$ cat src/rtl/jpeg_quality_quantiser_macros.svh
// Assertion macros used by the quantiser RTL (jqq_quant).
`ifndef JPEG_QUALITY_QUANTISER_MACROS_SVH
`define JPEG_QUALITY_QUANTISER_MACROS_SVH

// Same-cycle implication, sampled on clk_i, off while rst_ni is low.
`define JQQ_ASSERT_IMPL(lbl, ante, cons, msg) \
  lbl: assert property (@(posedge clk_i) disable iff (!rst_ni) (ante) |-> (cons)) \
    else $error(msg);

// Next-cycle implication, sampled on clk_i, off while rst_ni is low.
`define JQQ_ASSERT_NEXT(lbl, ante, cons, msg) \
  lbl: assert property (@(posedge clk_i) disable iff (!rst_ni) (ante) |=> (cons)) \
    else $error(msg);

`endif

$ cat src/rtl/jqq_pkg.sv
// Shared constants, base tables and port structs of the quantiser.
package jqq_pkg;

  localparam int COEFF_WIDTH = 11;
  localparam int OUT_W       = 11;
  localparam int POS_W       = 6;
  localparam int TBL_AW      = POS_W + 1;
  localparam int TBL_DEPTH   = 1 << TBL_AW;
  localparam int BASE_W      = 7;
  localparam int Q_W         = 7;
  localparam int S_W         = 13;
  localparam int D_W         = 13;
  localparam int DD_W        = D_W + 1;
  localparam int NUM_W       = ((COEFF_WIDTH + 1 > D_W) ? COEFF_WIDTH + 1 : D_W) + 1;
  localparam int REC_W       = NUM_W;
  localparam int PRD_W       = 20;
  localparam int DVD_W       = (PRD_W > NUM_W + 1) ? PRD_W : NUM_W + 1;
  localparam int DVS_W       = DD_W;

  // x / 100 as (x * DIV100_MUL) >> DIV100_SH, exact for any PRD_W-bit x
  localparam int DIV100_SH   = 27;
  localparam int DIV100_W    = 21;

  localparam int IN_TDATA_W  = ((COEFF_WIDTH + POS_W + 7) / 8) * 8;
  localparam int OUT_TDATA_W = ((OUT_W + 7) / 8) * 8;

  localparam logic [Q_W-1:0]      Q_MIN      = Q_W'(1);
  localparam logic [Q_W-1:0]      Q_MAX      = Q_W'(100);
  localparam logic [Q_W-1:0]      Q_KNEE     = Q_W'(50);
  localparam logic [Q_W-1:0]      Q_RESET    = Q_W'(50);
  localparam logic [DVD_W-1:0]    S_NUM      = DVD_W'(5000);
  localparam logic [S_W-1:0]      S_OFS      = S_W'(200);
  localparam logic [PRD_W-1:0]    ROUND_OFS  = PRD_W'(50);
  localparam logic [DIV100_W-1:0] DIV100_MUL = DIV100_W'(1342178);
  localparam logic [DVD_W-1:0]    RECIP_NUM  = DVD_W'(1) << NUM_W;

  localparam logic [BASE_W-1:0] BASE_LUMA [64] = '{
    7'd16,  7'd11,  7'd10,  7'd16,  7'd24,  7'd40,  7'd51,  7'd61,
    7'd12,  7'd12,  7'd14,  7'd19,  7'd26,  7'd58,  7'd60,  7'd55,
    7'd14,  7'd13,  7'd16,  7'd24,  7'd40,  7'd57,  7'd69,  7'd56,
    7'd14,  7'd17,  7'd22,  7'd29,  7'd51,  7'd87,  7'd80,  7'd62,
    7'd18,  7'd22,  7'd37,  7'd56,  7'd68,  7'd109, 7'd103, 7'd77,
    7'd24,  7'd35,  7'd55,  7'd64,  7'd81,  7'd104, 7'd113, 7'd92,
    7'd49,  7'd64,  7'd78,  7'd87,  7'd103, 7'd121, 7'd120, 7'd101,
    7'd72,  7'd92,  7'd95,  7'd98,  7'd112, 7'd100, 7'd103, 7'd99
  };

  localparam logic [BASE_W-1:0] BASE_CHROMA [64] = '{
    7'd17, 7'd18, 7'd24, 7'd47, 7'd99, 7'd99, 7'd99, 7'd99,
    7'd18, 7'd21, 7'd26, 7'd66, 7'd99, 7'd99, 7'd99, 7'd99,
    7'd24, 7'd26, 7'd56, 7'd99, 7'd99, 7'd99, 7'd99, 7'd99,
    7'd47, 7'd66, 7'd99, 7'd99, 7'd99, 7'd99, 7'd99, 7'd99,
    7'd99, 7'd99, 7'd99, 7'd99, 7'd99, 7'd99, 7'd99, 7'd99,
    7'd99, 7'd99, 7'd99, 7'd99, 7'd99, 7'd99, 7'd99, 7'd99,
    7'd99, 7'd99, 7'd99, 7'd99, 7'd99, 7'd99, 7'd99, 7'd99,
    7'd99, 7'd99, 7'd99, 7'd99, 7'd99, 7'd99, 7'd99, 7'd99
  };

  // Table index is {is_chroma, position}.
  function automatic logic [BASE_W-1:0] base_entry(input logic [TBL_AW-1:0] idx);
    logic [BASE_W-1:0] b;
    if (idx[TBL_AW-1]) b = BASE_CHROMA[idx[POS_W-1:0]];
    else               b = BASE_LUMA[idx[POS_W-1:0]];
    return b;
  endfunction

  typedef struct packed {
    logic             start;
    logic [DVD_W-1:0] dividend;
    logic [DVS_W-1:0] divisor;
  } div_req_t;

  typedef struct packed {
    logic             done;
    logic [DVD_W-1:0] quotient;
  } div_rsp_t;

  typedef struct packed {
    logic              we;
    logic [TBL_AW-1:0] addr;
    logic [DD_W-1:0]   dd;
    logic [REC_W-1:0]  rec;
  } tbl_wr_t;

endpackage

$ cat src/rtl/jpeg_quality_quantiser.sv
// JPEG quantiser top level: quality register, table builder and divide pipeline.
//
// Quantises one signed DCT coefficient per word against the standard luma or
// chroma table entry at its position, scaled by the quality register, and
// rounds the quotient to nearest with ties away from zero. Sustained rate is
// one word per clock while m_axis_tready is high and no rebuild holds the
// input; a word passes the three pipeline stages and the output register on
// its way to the master side, and the ready chain through them lets the input
// keep filling empty stages while a result waits. The scaled divisors and their
// reciprocals live in a 128-word table memory that is rebuilt after reset and
// after every quality write; the divide by 100 is a reciprocal multiply, the
// scale factor and the reciprocals go through a shared bit-serial divider, and
// s_axis_tready stays low for the whole rebuild. Quality writes must go in
// only while no words are in flight; the block itself does not enforce it.
module jpeg_quality_quantiser (
  input  logic                               clk_i,
  input  logic                               rst_ni,
  // quality register write
  input  logic                               cfg_we_i,
  input  logic [jqq_pkg::Q_W-1:0]            cfg_wdata_i,
  // input stream
  input  logic                               s_axis_tvalid,
  output logic                               s_axis_tready,
  // tdata: coefficient, position
  input  logic [jqq_pkg::IN_TDATA_W-1:0]     s_axis_tdata,
  // tuser: is_chroma
  input  logic [0:0]                         s_axis_tuser,
  // output stream
  output logic                               m_axis_tvalid,
  input  logic                               m_axis_tready,
  // tdata: quantised
  output logic [jqq_pkg::OUT_TDATA_W-1:0]    m_axis_tdata
);

  localparam int W  = jqq_pkg::COEFF_WIDTH;
  localparam int PW = jqq_pkg::POS_W;

  logic [jqq_pkg::Q_W-1:0]    quality_q;
  logic                       fill_busy, hold;
  jqq_pkg::tbl_wr_t           tbl_wr;
  logic signed [jqq_pkg::OUT_W-1:0] quantised;

  // quality register; reset value matches the standard tables
  always_ff @(posedge clk_i or negedge rst_ni) begin
    if (!rst_ni) begin
      quality_q <= jqq_pkg::Q_RESET;
    end else if (cfg_we_i) begin
      quality_q <= cfg_wdata_i;
    end
  end

  // no words while the table is being rebuilt
  assign hold = fill_busy || cfg_we_i;

  jqq_fill u_fill (
    .clk_i     (clk_i),
    .rst_ni    (rst_ni),
    .restart_i (cfg_we_i),
    .quality_i (quality_q),
    .wr_o      (tbl_wr),
    .busy_o    (fill_busy)
  );

  jqq_quant u_quant (
    .clk_i       (clk_i),
    .rst_ni      (rst_ni),
    .wr_i        (tbl_wr),
    .hold_i      (hold),
    .in_valid_i  (s_axis_tvalid),
    .in_ready_o  (s_axis_tready),
    .coeff_i     (s_axis_tdata[W-1:0]),
    .position_i  (s_axis_tdata[W+PW-1:W]),
    .is_chroma_i (s_axis_tuser[0]),
    .out_valid_o (m_axis_tvalid),
    .out_ready_i (m_axis_tready),
    .quantised_o (quantised)
  );

  assign m_axis_tdata = {{(jqq_pkg::OUT_TDATA_W - jqq_pkg::OUT_W){1'b0}}, quantised};

endmodule

$ cat src/rtl/jqq_div.sv
// Restoring divider, one quotient bit per cycle; a start restarts it.
module jqq_div (
  input  logic              clk_i,
  input  logic              rst_ni,
  input  jqq_pkg::div_req_t req_i,
  output jqq_pkg::div_rsp_t rsp_o
);

  localparam int CNT_W = $clog2(jqq_pkg::DVD_W + 1);

  logic                        busy_q, done_q;
  logic [CNT_W-1:0]            cnt_q;
  logic [jqq_pkg::DVS_W-1:0]   rem_q, dvs_q;
  logic [jqq_pkg::DVD_W-1:0]   dvd_q;
  logic [jqq_pkg::DVS_W:0]     rem_sh, rem_diff;
  logic                        ge;

  assign rem_sh   = {rem_q, dvd_q[jqq_pkg::DVD_W-1]};
  assign ge       = rem_sh >= {1'b0, dvs_q};
  assign rem_diff = ge ? (rem_sh - {1'b0, dvs_q}) : rem_sh;

  always_ff @(posedge clk_i or negedge rst_ni) begin
    if (!rst_ni) begin
      busy_q <= 1'b0;
      done_q <= 1'b0;
      cnt_q  <= '0;
    end else if (req_i.start) begin
      busy_q <= 1'b1;
      done_q <= 1'b0;
      cnt_q  <= CNT_W'(jqq_pkg::DVD_W);
    end else begin
      done_q <= busy_q && (cnt_q == CNT_W'(1));
      if (busy_q) begin
        cnt_q <= cnt_q - CNT_W'(1);
        if (cnt_q == CNT_W'(1)) busy_q <= 1'b0;
      end
    end
  end

  always_ff @(posedge clk_i) begin
    if (req_i.start) begin
      rem_q <= '0;
      dvd_q <= req_i.dividend;
      dvs_q <= req_i.divisor;
    end else if (busy_q) begin
      rem_q <= rem_diff[jqq_pkg::DVS_W-1:0];
      dvd_q <= {dvd_q[jqq_pkg::DVD_W-2:0], ge};
    end
  end

  assign rsp_o.done     = done_q;
  assign rsp_o.quotient = dvd_q;

endmodule

$ cat src/rtl/jqq_fill.sv
// Table builder: scales the base tables by quality into divisor/reciprocal words.
module jqq_fill (
  input  logic                      clk_i,
  input  logic                      rst_ni,
  input  logic                      restart_i,
  input  logic [jqq_pkg::Q_W-1:0]   quality_i,
  output jqq_pkg::tbl_wr_t          wr_o,
  output logic                      busy_o
);

  localparam int DPW = jqq_pkg::DIV100_SH + jqq_pkg::D_W;

  typedef enum logic [6:0] {
    ST_IDLE  = 7'b000_0001,
    ST_SCALE = 7'b000_0010,
    ST_SWAIT = 7'b000_0100,
    ST_PROD  = 7'b000_1000,
    ST_DIVD  = 7'b001_0000,
    ST_RECIP = 7'b010_0000,
    ST_RWAIT = 7'b100_0000
  } fill_state_e;

  fill_state_e                    state_q, state_d;
  logic [jqq_pkg::TBL_AW-1:0]     idx_q, idx_d;
  logic [jqq_pkg::S_W-1:0]        s_q, s_d, s_lin;
  logic [jqq_pkg::PRD_W-1:0]      prod_q, prod_d;
  logic [jqq_pkg::DD_W-1:0]       dd_q, dd_d;
  logic [jqq_pkg::Q_W-1:0]        qc;
  logic [DPW-1:0]                 d_prod;
  logic [jqq_pkg::D_W-1:0]        d_raw;
  logic [jqq_pkg::BASE_W-1:0]     base;
  logic                           qual_low;
  jqq_pkg::div_req_t              div_req;
  jqq_pkg::div_rsp_t              div_rsp;

  jqq_div u_div (
    .clk_i  (clk_i),
    .rst_ni (rst_ni),
    .req_i  (div_req),
    .rsp_o  (div_rsp)
  );

  always_comb begin
    if (quality_i < jqq_pkg::Q_MIN)      qc = jqq_pkg::Q_MIN;
    else if (quality_i > jqq_pkg::Q_MAX) qc = jqq_pkg::Q_MAX;
    else                                 qc = quality_i;
  end

  assign qual_low = qc < jqq_pkg::Q_KNEE;
  assign s_lin    = jqq_pkg::S_OFS - jqq_pkg::S_W'({qc, 1'b0});
  assign base     = jqq_pkg::base_entry(idx_q);
  // divide by 100 through a reciprocal multiply
  assign d_prod   = DPW'(prod_q) * DPW'(jqq_pkg::DIV100_MUL);
  assign d_raw    = d_prod[jqq_pkg::DIV100_SH +: jqq_pkg::D_W];

  // divider requests
  always_comb begin
    div_req.start    = 1'b0;
    div_req.dividend = jqq_pkg::RECIP_NUM;
    div_req.divisor  = dd_q;
    case (state_q)
      ST_SCALE: begin
        div_req.start    = qual_low;
        div_req.dividend = jqq_pkg::S_NUM;
        div_req.divisor  = jqq_pkg::DVS_W'(qc);
      end
      ST_RECIP: begin
        div_req.start    = 1'b1;
      end
      default: ;
    endcase
  end

  always_comb begin
    state_d = state_q;
    idx_d   = idx_q;
    s_d     = s_q;
    prod_d  = prod_q;
    dd_d    = dd_q;
    case (state_q)
      ST_IDLE: ;
      ST_SCALE: begin
        idx_d = '0;
        if (qual_low) begin
          state_d = ST_SWAIT;
        end else begin
          s_d     = s_lin;
          state_d = ST_PROD;
        end
      end
      ST_SWAIT: begin
        if (div_rsp.done) begin
          s_d     = div_rsp.quotient[jqq_pkg::S_W-1:0];
          state_d = ST_PROD;
        end
      end
      ST_PROD: begin
        prod_d  = jqq_pkg::PRD_W'(s_q) * jqq_pkg::PRD_W'(base) + jqq_pkg::ROUND_OFS;
        state_d = ST_DIVD;
      end
      ST_DIVD: begin
        // quality 100 scales to zero; keep the divisor at one
        if (d_raw == '0) dd_d = jqq_pkg::DD_W'(2);
        else             dd_d = {d_raw, 1'b0};
        state_d = ST_RECIP;
      end
      ST_RECIP: state_d = ST_RWAIT;
      ST_RWAIT: begin
        if (div_rsp.done) begin
          if (idx_q == jqq_pkg::TBL_AW'(jqq_pkg::TBL_DEPTH - 1)) begin
            state_d = ST_IDLE;
          end else begin
            idx_d   = idx_q + jqq_pkg::TBL_AW'(1);
            state_d = ST_PROD;
          end
        end
      end
      default: state_d = ST_SCALE;
    endcase
    if (restart_i) state_d = ST_SCALE;
  end

  always_ff @(posedge clk_i or negedge rst_ni) begin
    if (!rst_ni) begin
      state_q <= ST_SCALE;
      idx_q   <= '0;
    end else begin
      state_q <= state_d;
      idx_q   <= idx_d;
    end
  end

  always_ff @(posedge clk_i) begin
    s_q    <= s_d;
    prod_q <= prod_d;
    dd_q   <= dd_d;
  end

  assign wr_o.we   = (state_q == ST_RWAIT) && div_rsp.done && !restart_i;
  assign wr_o.addr = idx_q;
  assign wr_o.dd   = dd_q;
  assign wr_o.rec  = div_rsp.quotient[jqq_pkg::REC_W-1:0];
  assign busy_o    = state_q != ST_IDLE;

endmodule

$ cat src/rtl/jqq_quant.sv
// Divisor table memory and the four-stage reciprocal divide pipeline.
`include "jpeg_quality_quantiser_macros.svh"

module jqq_quant (
  input  logic                                clk_i,
  input  logic                                rst_ni,
  input  jqq_pkg::tbl_wr_t                    wr_i,
  input  logic                                hold_i,
  input  logic                                in_valid_i,
  output logic                                in_ready_o,
  input  logic signed [jqq_pkg::COEFF_WIDTH-1:0] coeff_i,
  input  logic [jqq_pkg::POS_W-1:0]           position_i,
  input  logic                                is_chroma_i,
  output logic                                out_valid_o,
  input  logic                                out_ready_i,
  output logic signed [jqq_pkg::OUT_W-1:0]    quantised_o
);

  localparam int W   = jqq_pkg::COEFF_WIDTH;
  localparam int NW  = jqq_pkg::NUM_W;
  localparam int DW  = jqq_pkg::DD_W;
  localparam int RW  = jqq_pkg::REC_W;
  localparam int MW  = NW + DW;
  localparam int OW  = jqq_pkg::OUT_W;
  localparam logic [NW-1:0] NEG_LIM = NW'(1) << (OW - 1);
  localparam logic [NW-1:0] POS_LIM = NEG_LIM - NW'(1);

  logic [DW+RW-1:0] mem_q [jqq_pkg::TBL_DEPTH];

  logic acc, rdy0, rdy1, rdy2, rdy3;
  logic v1_q, v2_q, v3_q, ov_q;

  // stage 1: table word and magnitude
  logic [DW+RW-1:0] rd_q;
  logic [W-1:0]     mag1_q, raw, mag;
  logic             neg1_q;
  logic [DW-1:0]    dd1;
  logic [RW-1:0]    rec1;
  logic [NW-1:0]    n1;
  // stage 2: estimate product
  logic [NW-1:0]    n2_q;
  logic [DW-1:0]    dd2_q;
  logic             neg2_q;
  logic [2*NW-1:0]  p2_q;
  logic [NW-1:0]    q0;
  // stage 3: back-multiply
  logic [NW-1:0]    n3_q, q3_q;
  logic [DW-1:0]    dd3_q;
  logic             neg3_q;
  logic [MW-1:0]    m3_q;
  logic             fix;
  logic [NW-1:0]    qmag, qsat;
  logic [OW-1:0]    qlow;
  logic signed [OW-1:0] res, out_q;

  assign rdy3       = !ov_q || out_ready_i;
  assign rdy2       = !v3_q || rdy3;
  assign rdy1       = !v2_q || rdy2;
  assign rdy0       = !v1_q || rdy1;
  assign in_ready_o = rdy0 && !hold_i;
  assign acc        = in_valid_i && in_ready_o;

  assign raw = coeff_i;
  assign mag = raw[W-1] ? (~raw + W'(1)) : raw;

  always_ff @(posedge clk_i) begin
    if (wr_i.we) mem_q[wr_i.addr] <= {wr_i.dd, wr_i.rec};
  end

  always_ff @(posedge clk_i) begin
    if (acc) rd_q <= mem_q[{is_chroma_i, position_i}];
  end

  assign dd1  = rd_q[DW+RW-1:RW];
  assign rec1 = rd_q[RW-1:0];
  assign n1   = NW'({mag1_q, 1'b0}) + NW'(dd1[DW-1:1]);
  assign q0   = p2_q[2*NW-1:NW];

  always_comb begin
    fix  = {1'b0, MW'(n3_q)} >= ({1'b0, m3_q} + (MW + 1)'(dd3_q));
    qmag = q3_q + NW'(fix);
    if (neg3_q) qsat = (qmag > NEG_LIM) ? NEG_LIM : qmag;
    else        qsat = (qmag > POS_LIM) ? POS_LIM : qmag;
    qlow = qsat[OW-1:0];
    res  = neg3_q ? OW'(~qlow + OW'(1)) : qlow;
  end

  always_ff @(posedge clk_i or negedge rst_ni) begin
    if (!rst_ni) begin
      v1_q <= 1'b0;
      v2_q <= 1'b0;
      v3_q <= 1'b0;
      ov_q <= 1'b0;
    end else begin
      if (rdy0) v1_q <= acc;
      if (rdy1) v2_q <= v1_q;
      if (rdy2) v3_q <= v2_q;
      if (rdy3) ov_q <= v3_q;
    end
  end

  always_ff @(posedge clk_i) begin
    if (acc) begin
      mag1_q <= mag;
      neg1_q <= raw[W-1];
    end
    if (rdy1) begin
      n2_q   <= n1;
      dd2_q  <= dd1;
      neg2_q <= neg1_q;
      p2_q   <= (2 * NW)'(n1) * (2 * NW)'(rec1);
    end
    if (rdy2) begin
      n3_q   <= n2_q;
      dd3_q  <= dd2_q;
      neg3_q <= neg2_q;
      q3_q   <= q0;
      m3_q   <= MW'(q0) * MW'(dd2_q);
    end
    if (rdy3) out_q <= res;
  end

  assign out_valid_o = ov_q;
  assign quantised_o = out_q;

  `JQQ_ASSERT_IMPL(a_no_rd_wr_clash, acc, !wr_i.we, "item accepted during table write")
  `JQQ_ASSERT_NEXT(a_accept_fills_s1, acc, v1_q, "accepted word missing in stage 1")
  `JQQ_ASSERT_IMPL(a_est_not_high, v3_q, (m3_q <= MW'(n3_q)), "quotient estimate too high")
  `JQQ_ASSERT_IMPL(a_est_not_low, v3_q, ({1'b0, MW'(n3_q)} < ({1'b0, m3_q} + (MW + 1)'({dd3_q, 1'b0}))), "quotient estimate low by more than one")

endmodule

$ cat config.mk
export PLATFORM = sky130hd
export DESIGN_NAME = jpeg_quality_quantiser
export DESIGN_NICKNAME = d
export VERILOG_FILES = /design/src/rtl/jqq_pkg.sv /design/src/rtl/jpeg_quality_quantiser.sv /design/src/rtl/jqq_div.sv /design/src/rtl/jqq_fill.sv /design/src/rtl/jqq_quant.sv
export VERILOG_INCLUDE_DIRS = /design/src /design/src/rtl
export SDC_FILE = /design/constraint.sdc
export NUM_CORES = 2
export LEC_CHECK = 0
export BUFFER_PORTS_ARGS = -buffer_cell sky130_fd_sc_hd__buf_4
export CAP_MARGIN = 20
export CORE_MARGIN = 5
export CORE_UTILIZATION = 60
export CTS_CLUSTER_SIZE = 20
export DETAILED_ROUTE_END_ITERATION = 10
export PLACE_DENSITY = 0.85
export SLEW_MARGIN = 30
export SYNTH_ARGS = -nofsm -noshare
export SYNTH_HDL_FRONTEND = slang
export SYNTH_HIERARCHICAL = 1
export SYNTH_SLANG_ARGS = --single-unit
$ cat constraint.sdc
create_clock -name clk_i -period 21.1 [get_ports clk_i]
set_clock_uncertainty 0.1 [all_clocks]
set_input_delay 2.11 -clock clk_i [delete_from_list [all_inputs] [get_ports clk_i]]
set_output_delay 2.11 -clock clk_i [all_outputs]
set_load 0.01 [all_outputs]
======== After elaboration in Yosys (flattened, before gate mapping) ========
Memory sizes are Yosys's and may differ from the RTL's. A register that Yosys moved wholly into a read port is not among the register bits.
Cells that the tools add are included.
Widths: inputs -> output; s select.
storage, ports and cells
  word-level logic and storage cells ...... 136
  output and inout bits ................... 18
  bits of input ports ..................... 37
  memory bits (writable) .................. 3,584
  flip-flop bits (word level) ............. 278
  memories ................................ 3
  memory bits (read-only) ................. 896
  latch bits .............................. 0
cells by class
  reduce and logical (&&, ||, !) cells .... 23
  muxes and demuxes ....................... 37
  equality and inequality tests ........... 17
  multipliers ............................. 4
  add/sub/neg operators ................... 10
  bitwise operators ....................... 3
  $lt $le $gt $ge ......................... 8
  shifts and indexed selects .............. 0
  div/mod/pow operators ................... 0
memories
  name              depth  bits a word  rd ports  clocked after memory_dff  wr ports  line             RTL
  u_quant.mem_q     128    28           1         1                         1         jqq_quant.sv:28  logic [DW+RW-1:0] mem_q [jqq_pkg::TBL_DEPTH];
  (name not given)  64     7            1         0                         0         jqq_pkg.sv:62    if (idx[TBL_AW-1]) b = BASE_CHROMA[idx[POS_W-1:0]];
  (name not given)  64     7            1         0                         0         jqq_pkg.sv:63    else b = BASE_LUMA[idx[POS_W-1:0]];
operator list
  kind                    count
  $mux 7                  12
  $mul 14x14->28          2
  $pmux 7 s7              1
  $mux 11                 4
  $mux 20                 2
  $mul 20x20->39 const B  1
  $add 28x14->29          1
  $ge 14x29->1            1
  $mux 29                 1
  $mux 13                 2
  $pmux 13 s2             1
  $add 11x1->11 const B   2
  $not 11->11             2
  $add 20x6->20 const B   1
  $mul 13x7->20           1
  $ge 15x14->1            1
  $add 12x13->14          1
  $add 14x1->14           1
  $eq 7x7->1 const B      2
  $gt 14x10->1 const B    1
  $gt 14x11->1 const B    1
  $mux 14                 1
  $pmux 7 s2              1
  $sub 14x14->14          1
  29 further kinds        58

======== Logic depth before layout (Yosys ltp) ========
  depth after elaboration ................. 9
  gate-level depth with buffers ........... 34
  gate-level depth less buffers ........... 33

======== By module ========
Netlist, hierarchy kept.
modules (own cells, without submodules)
  module                  times used  seq. area each (um^2)  area each (um^2)  cells an instance
  jqq_quant               1           112,618.0              156,403.8         7,211
  jqq_fill                1           1,732.9                13,807.0          1,466
  jqq_div                 1           1,476.4                3,076.7           292
  jpeg_quality_quantiser  1           178.9                  342.8             22

======== Least setup slack after synthesis ========
No wires, ideal clock.
  path type ............................... register to register
  start point ............................. register u_quant.rd_q[16] (read register of u_quant.mem_q)
  end point ............................... register u_quant.p2_q[25], data pin
  arrival time ............................ 7.625 ns
  buffers on the path ..................... 1
  data required time ...................... 20.741 ns
  library setup time ...................... 0.259 ns
  period minus slack after synthesis ...... 7.984 ns
  stages on the path, launching flop included .. 29
  path slack .............................. 13.116 ns
  cell sequence ........................... edfxtp_1 -> ha_1 -> fa_1 -> a21o_1 -> a21oi_1 -> o21ai_0 -> a21oi_1 -> o21ai_0 -> a31oi_1 -> xnor2_1 -> clkbuf_1 -> nand2_1 -> fa_1 -> inv_1 -> fa_1 -> fa_1 -> inv_1 -> fa_1 -> inv_1 -> fa_1 -> fa_1 -> ha_1 -> a211oi_1 -> nand2_1 -> o41ai_1 -> a21oi_1 -> or3_1 -> a41oi_1 -> xnor2_1
on the way
  cells in the longest elaborated chain, start to end .. 2
ends and longest elaborated chain
  item                      line              RTL
  start: declaration        jqq_quant.sv:34   logic [DW+RW-1:0] rd_q;
  $add 12x13->14            jqq_quant.sv:76   assign n1 = NW'({mag1_q, 1'b0}) + NW'(dd1[DW-1:1]);
  named net u_quant.n1[11]  jqq_quant.sv:39   logic [NW-1:0] n1;
  $mul 14x14->28            jqq_quant.sv:111  p2_q <= (2 * NW)'(n1) * (2 * NW)'(rec1);
  end signal: assignment    jqq_quant.sv:111
  end: declaration          jqq_quant.sv:44   logic [2*NW-1:0] p2_q;
The timed path passes the listed nets, and every way through them passes these cells.
A chain may end at the register's enable or synchronous reset.

======== Worst setup path in the final report ========
  start point ............................. register u_quant.rd_q[16] (read register of u_quant.mem_q)
  end point ............................... register u_quant.p2_q[25], data pin
on the way
  cells in the longest elaborated chain, start to end .. 2
ends and longest elaborated chain
  item            line
  $add 12x13->14  jqq_quant.sv:76
  $mul 14x14->28  jqq_quant.sv:111
No other way between the ends.

==> flow_summary.ini <==
[outcome]
status = completed

[placement]
port_buffers = 42
placed_area_um2 = 181000
gp_congestion = 0.902
place_hpwl_um = 290000

[route]
ant_nets = 0
num_vias = 96900
wl_per_cell_um = 39.9
viasPerCell = 7.21
dr.pass1.iters = 8
routed_wirelength_um = 536000
drtIter0Drc = 17500
drt_drc_violations_left = 0

[floorplan]
core_um2 = 288000
ios = 55
dieArea_um2 = 300000
initial_core_util = 0.603
die_y_um = 548
row_count = 197
fp.dieW_um = 548

[synth]
synth_edf_count = 3827
synth_area_um2 = 174000
synth_cell_types = 92
ys_seq_area_frac = 0.668
synth_cells = 8991
ys_ff_latch = 3873
synth_ff_type = edfxtp_1
async_flop_share = 0.00826
syn_avg_cell_area_um2 = 19.3
yosys_warnings = 6

[hold_path]
min_path_type = reg -> reg

[critical_path]
cpMostUsedCell = fa_1
reg2reg_to = u_quant/p2_q[25]$_DFFE_PP_
r2r-start = u_quant/rd_q[16]$_DFFE_PP_
cp.arrival_ps = 9830
reg2reg_setup_slack_ps = 11810
worstSetupEndpoint = u_quant/p2_q[25]$_DFFE_PP_
critical_path_class = reg -> reg
crit_slowest_cell = o41ai_2
max_stage_delay_ps = 640
reg2regPathDepth = 28
critPathLaunch = u_quant/rd_q[16]$_DFFE_PP_
worstSetupEndpointType = flop
crit_required_ps = 21630
path_max_fanout = 15
worstSetupStartpointType = flop

[global_routing]
grt_pass1_vias = 98300
grt_pass1_wl_um = 751000
antenna_found_initial = 84
grt_start_max_net_pins = 142
grt_overflow_total = 0
gr-usage-all-layers = 0.356

[power]
power_density_nw_per_um2 = 109
swShare = 0.303
internal_power_mw = 14.7
p_leak_nw = 66.3
pwr-share-comb = 0.228
power_switching_mw = 6.38
clock_power_share = 0.334
seq_power_share = 0.438
ir_worst_vdd_v = 0.000244

[sta]
setup_viol = 0
hold_viol = 0
fin_crit_ps = 9290
drv_slew = 0
fin_tns_setup_ps = 0
relSlewSlack = 0.212
rsz0062_at_grt = no
holdWs_ps = 318
max_slew.worst_pin.slew_ps = 1180
period_share = 0.440
fmax_mhz = 108

[clock_tree]
path_clk_slew_ps = 60
cts-root-buf = clkbuf_16
cts.hold.buffers_added = 0
htree_levels = 5
cts_num_sinks = 3873
cts_max_path_buffers = 4
cts_tree = built
cts_resized = 0
clkLatencyLatePin_ps = 980
numCtsBuffers = 376
cts_setup_buffers = 0

[flow_run]
drv_cap = 0

[final_layout]
drive_gt1_frac = 0.238
nets = 10300
fin_area_um2 = 194000
syn_to_final_growth_pct = 11.8
==> cell usage in the layout (no fill, tap or decap), types with 27 or more instances in the layout <==
| cell | netlist | final |
|---|---|---|
| clkinv_2 | 0 | 56 |
| nor3_1 | 54 | 45 |
| nand3_1 | 61 | 57 |
| clkbuf_16 | 0 | 382 |
| edfxtp_1 | 3827 | 3827 |
| inv_1 | 705 | 704 |
| mux4_2 | 1179 | 1179 |
| o21ai_0 | 99 | 99 |
| buf_4 | 8 | 225 |
| bufinv_16 | 0 | 42 |
| mux2_2 | 50 | 50 |
| a21o_1 | 51 | 51 |
| buf_16 | 0 | 59 |
| xnor2_1 | 85 | 80 |
| clkinv_1 | 0 | 75 |
| clkbuf_1 | 259 | 67 |
| nor2_4 | 0 | 119 |
| and2_1 | 232 | 231 |
| nor2_1 | 240 | 121 |
| a21oi_1 | 136 | 134 |
| ha_1 | 512 | 512 |
| nor2b_1 | 35 | 35 |
| fa_1 | 485 | 485 |
| nand2_1 | 399 | 395 |
| diode_2 | 0 | 32 |
| dfrtp_1 | 28 | 27 |
| xor2_1 | 43 | 40 |
==> synth_stat cells, types with 51 or more instances <==
cell      number  area share
and2_1       232      0.0084
nor3_1        54      0.0016
buf_1         52      0.0011
ha_1         512       0.037
nand2_1      399      0.0086
xnor2_1       85      0.0043
buf_2         74      0.0021
o21ai_0       99      0.0029
inv_1        705       0.015
mux4_2      1179        0.15
fa_1         485       0.056
edfxtp_1    3827        0.66
clkbuf_1     259      0.0056
a21oi_1      136      0.0039
nor2_1       240      0.0052
a21o_1        51      0.0022
nand3_1       61      0.0018
==> worst max-delay path: cells and delay by family, from the launching register on <==
family,cells,cell delay (ps)
AOI/OAI and AO/OA,10,3040
xor gates and xnor gates,2,250
and+or+nand+nor,3,700
adders and majority gates,9,4050
buffers and inverters,4,420
DFF,1,410
==> registers in the layout (all words and copies together), names as in the netlist, 14 cells and up <==
signal / flops
u_quant/m3_q: 28
u_fill/u_div/rem_q: 14
u_fill/u_div/dvs_q: 14
u_quant/rd_q: 28
u_fill/u_div/dvd_q: 20
u_quant/n3_q: 14
u_quant/p2_q: 14
u_fill/prod_q: 20
u_quant/q3_q: 14
u_quant/mem_q: 3584
u_quant/n2_q: 14
==> worst min-delay path by stage <==
stage / from / endpoint / slack [ps] / cells past startpoint
floorplan: u_quant/rd_q[14]$_DFFE_PP_ / u_quant/dd2_q[0]$_DFFE_PP_ / 300 / 0
global placement: u_quant/n2_q[1]$_DFFE_PP_ / u_quant/n3_q[1]$_DFFE_PP_ / 300 / 0
detailed placement: u_quant/n2_q[2]$_DFFE_PP_ / u_quant/n3_q[2]$_DFFE_PP_ / 300 / 0
CTS: u_quant/n2_q[3]$_DFFE_PP_ / u_quant/n3_q[3]$_DFFE_PP_ / 320 / 0
global route: u_quant/n2_q[2]$_DFFE_PP_ / u_quant/n3_q[2]$_DFFE_PP_ / 320 / 0
finish: u_quant/n2_q[2]$_DFFE_PP_ / u_quant/n3_q[2]$_DFFE_PP_ / 320 / 0
==> per-layer routing <==
metal / track usage / vias to the layer above / wire [µm]
met1: 0.427 / 49100 / 160000
met2: 0.561 / 9392 / 257000
met5: 0.00174 / - / 534
li1: - / 36000 / -
met3: 0.109 / 2328 / 73800
met4: 0.240 / 84 / 45700
==> cells by family (layout without fill, tap and decap cells) <==
| logic type | after synthesis | after routing | synth area share |
|---|---|---|---|
| flip-flops | 3873 | 3873 | 0.668 |
| multiplexers | 1245 | 1245 | 0.157 |
| AND/OR/NAND/NOR | 1154 | 1154 | 0.0320 |
| buffers and inverters | 1103 | 1712 | 0.0247 |
| adder cells (fa/ha/maj) | 997 | 997 | 0.0928 |
| AO/OA/AOI/OAI | 489 | 489 | 0.0185 |
| XOR/XNOR | 128 | 128 | 0.00646 |
| other | 2 | 52 | 0.0000433 |
==> per-stage QoR <==
stage	instances	utilization	power, mW	worst slack [ps]
finish	13400	0.674	21.1	11810
global route	13400	0.674	21.9	11400
CTS	13400	0.672	21.0	11790
detailed placement	12700	0.630	14.0	11890
global placement	12600	0.624	13.8	11830
floorplan	9009	-	12.5	13120
==> layout make-up <==
type / instances / area (µm²)
sequential: 3873 / 116000
fill: 16500 / 94000
multi-input combinational: 4033 / 54500
clock buffer: 449 / 9810
tap: 3781 / 4730
timing repair buffer: 325 / 3890
inverter: 706 / 2650
clock inverter: 232 / 2520
antenna: 32 / 80.1
==> power by group through the flow <==
stage	logic, mW	clock network (mW)	registers (mW)
finish	4.80	7.04	9.23
global route	5.22	7.39	9.24
CTS	4.71	7.02	9.23
detailed placement	4.61	0	9.40
global placement	4.37	0	9.39
floorplan	2.87	0	9.67
Note: power is estimated with default switching activity, not from simulation.
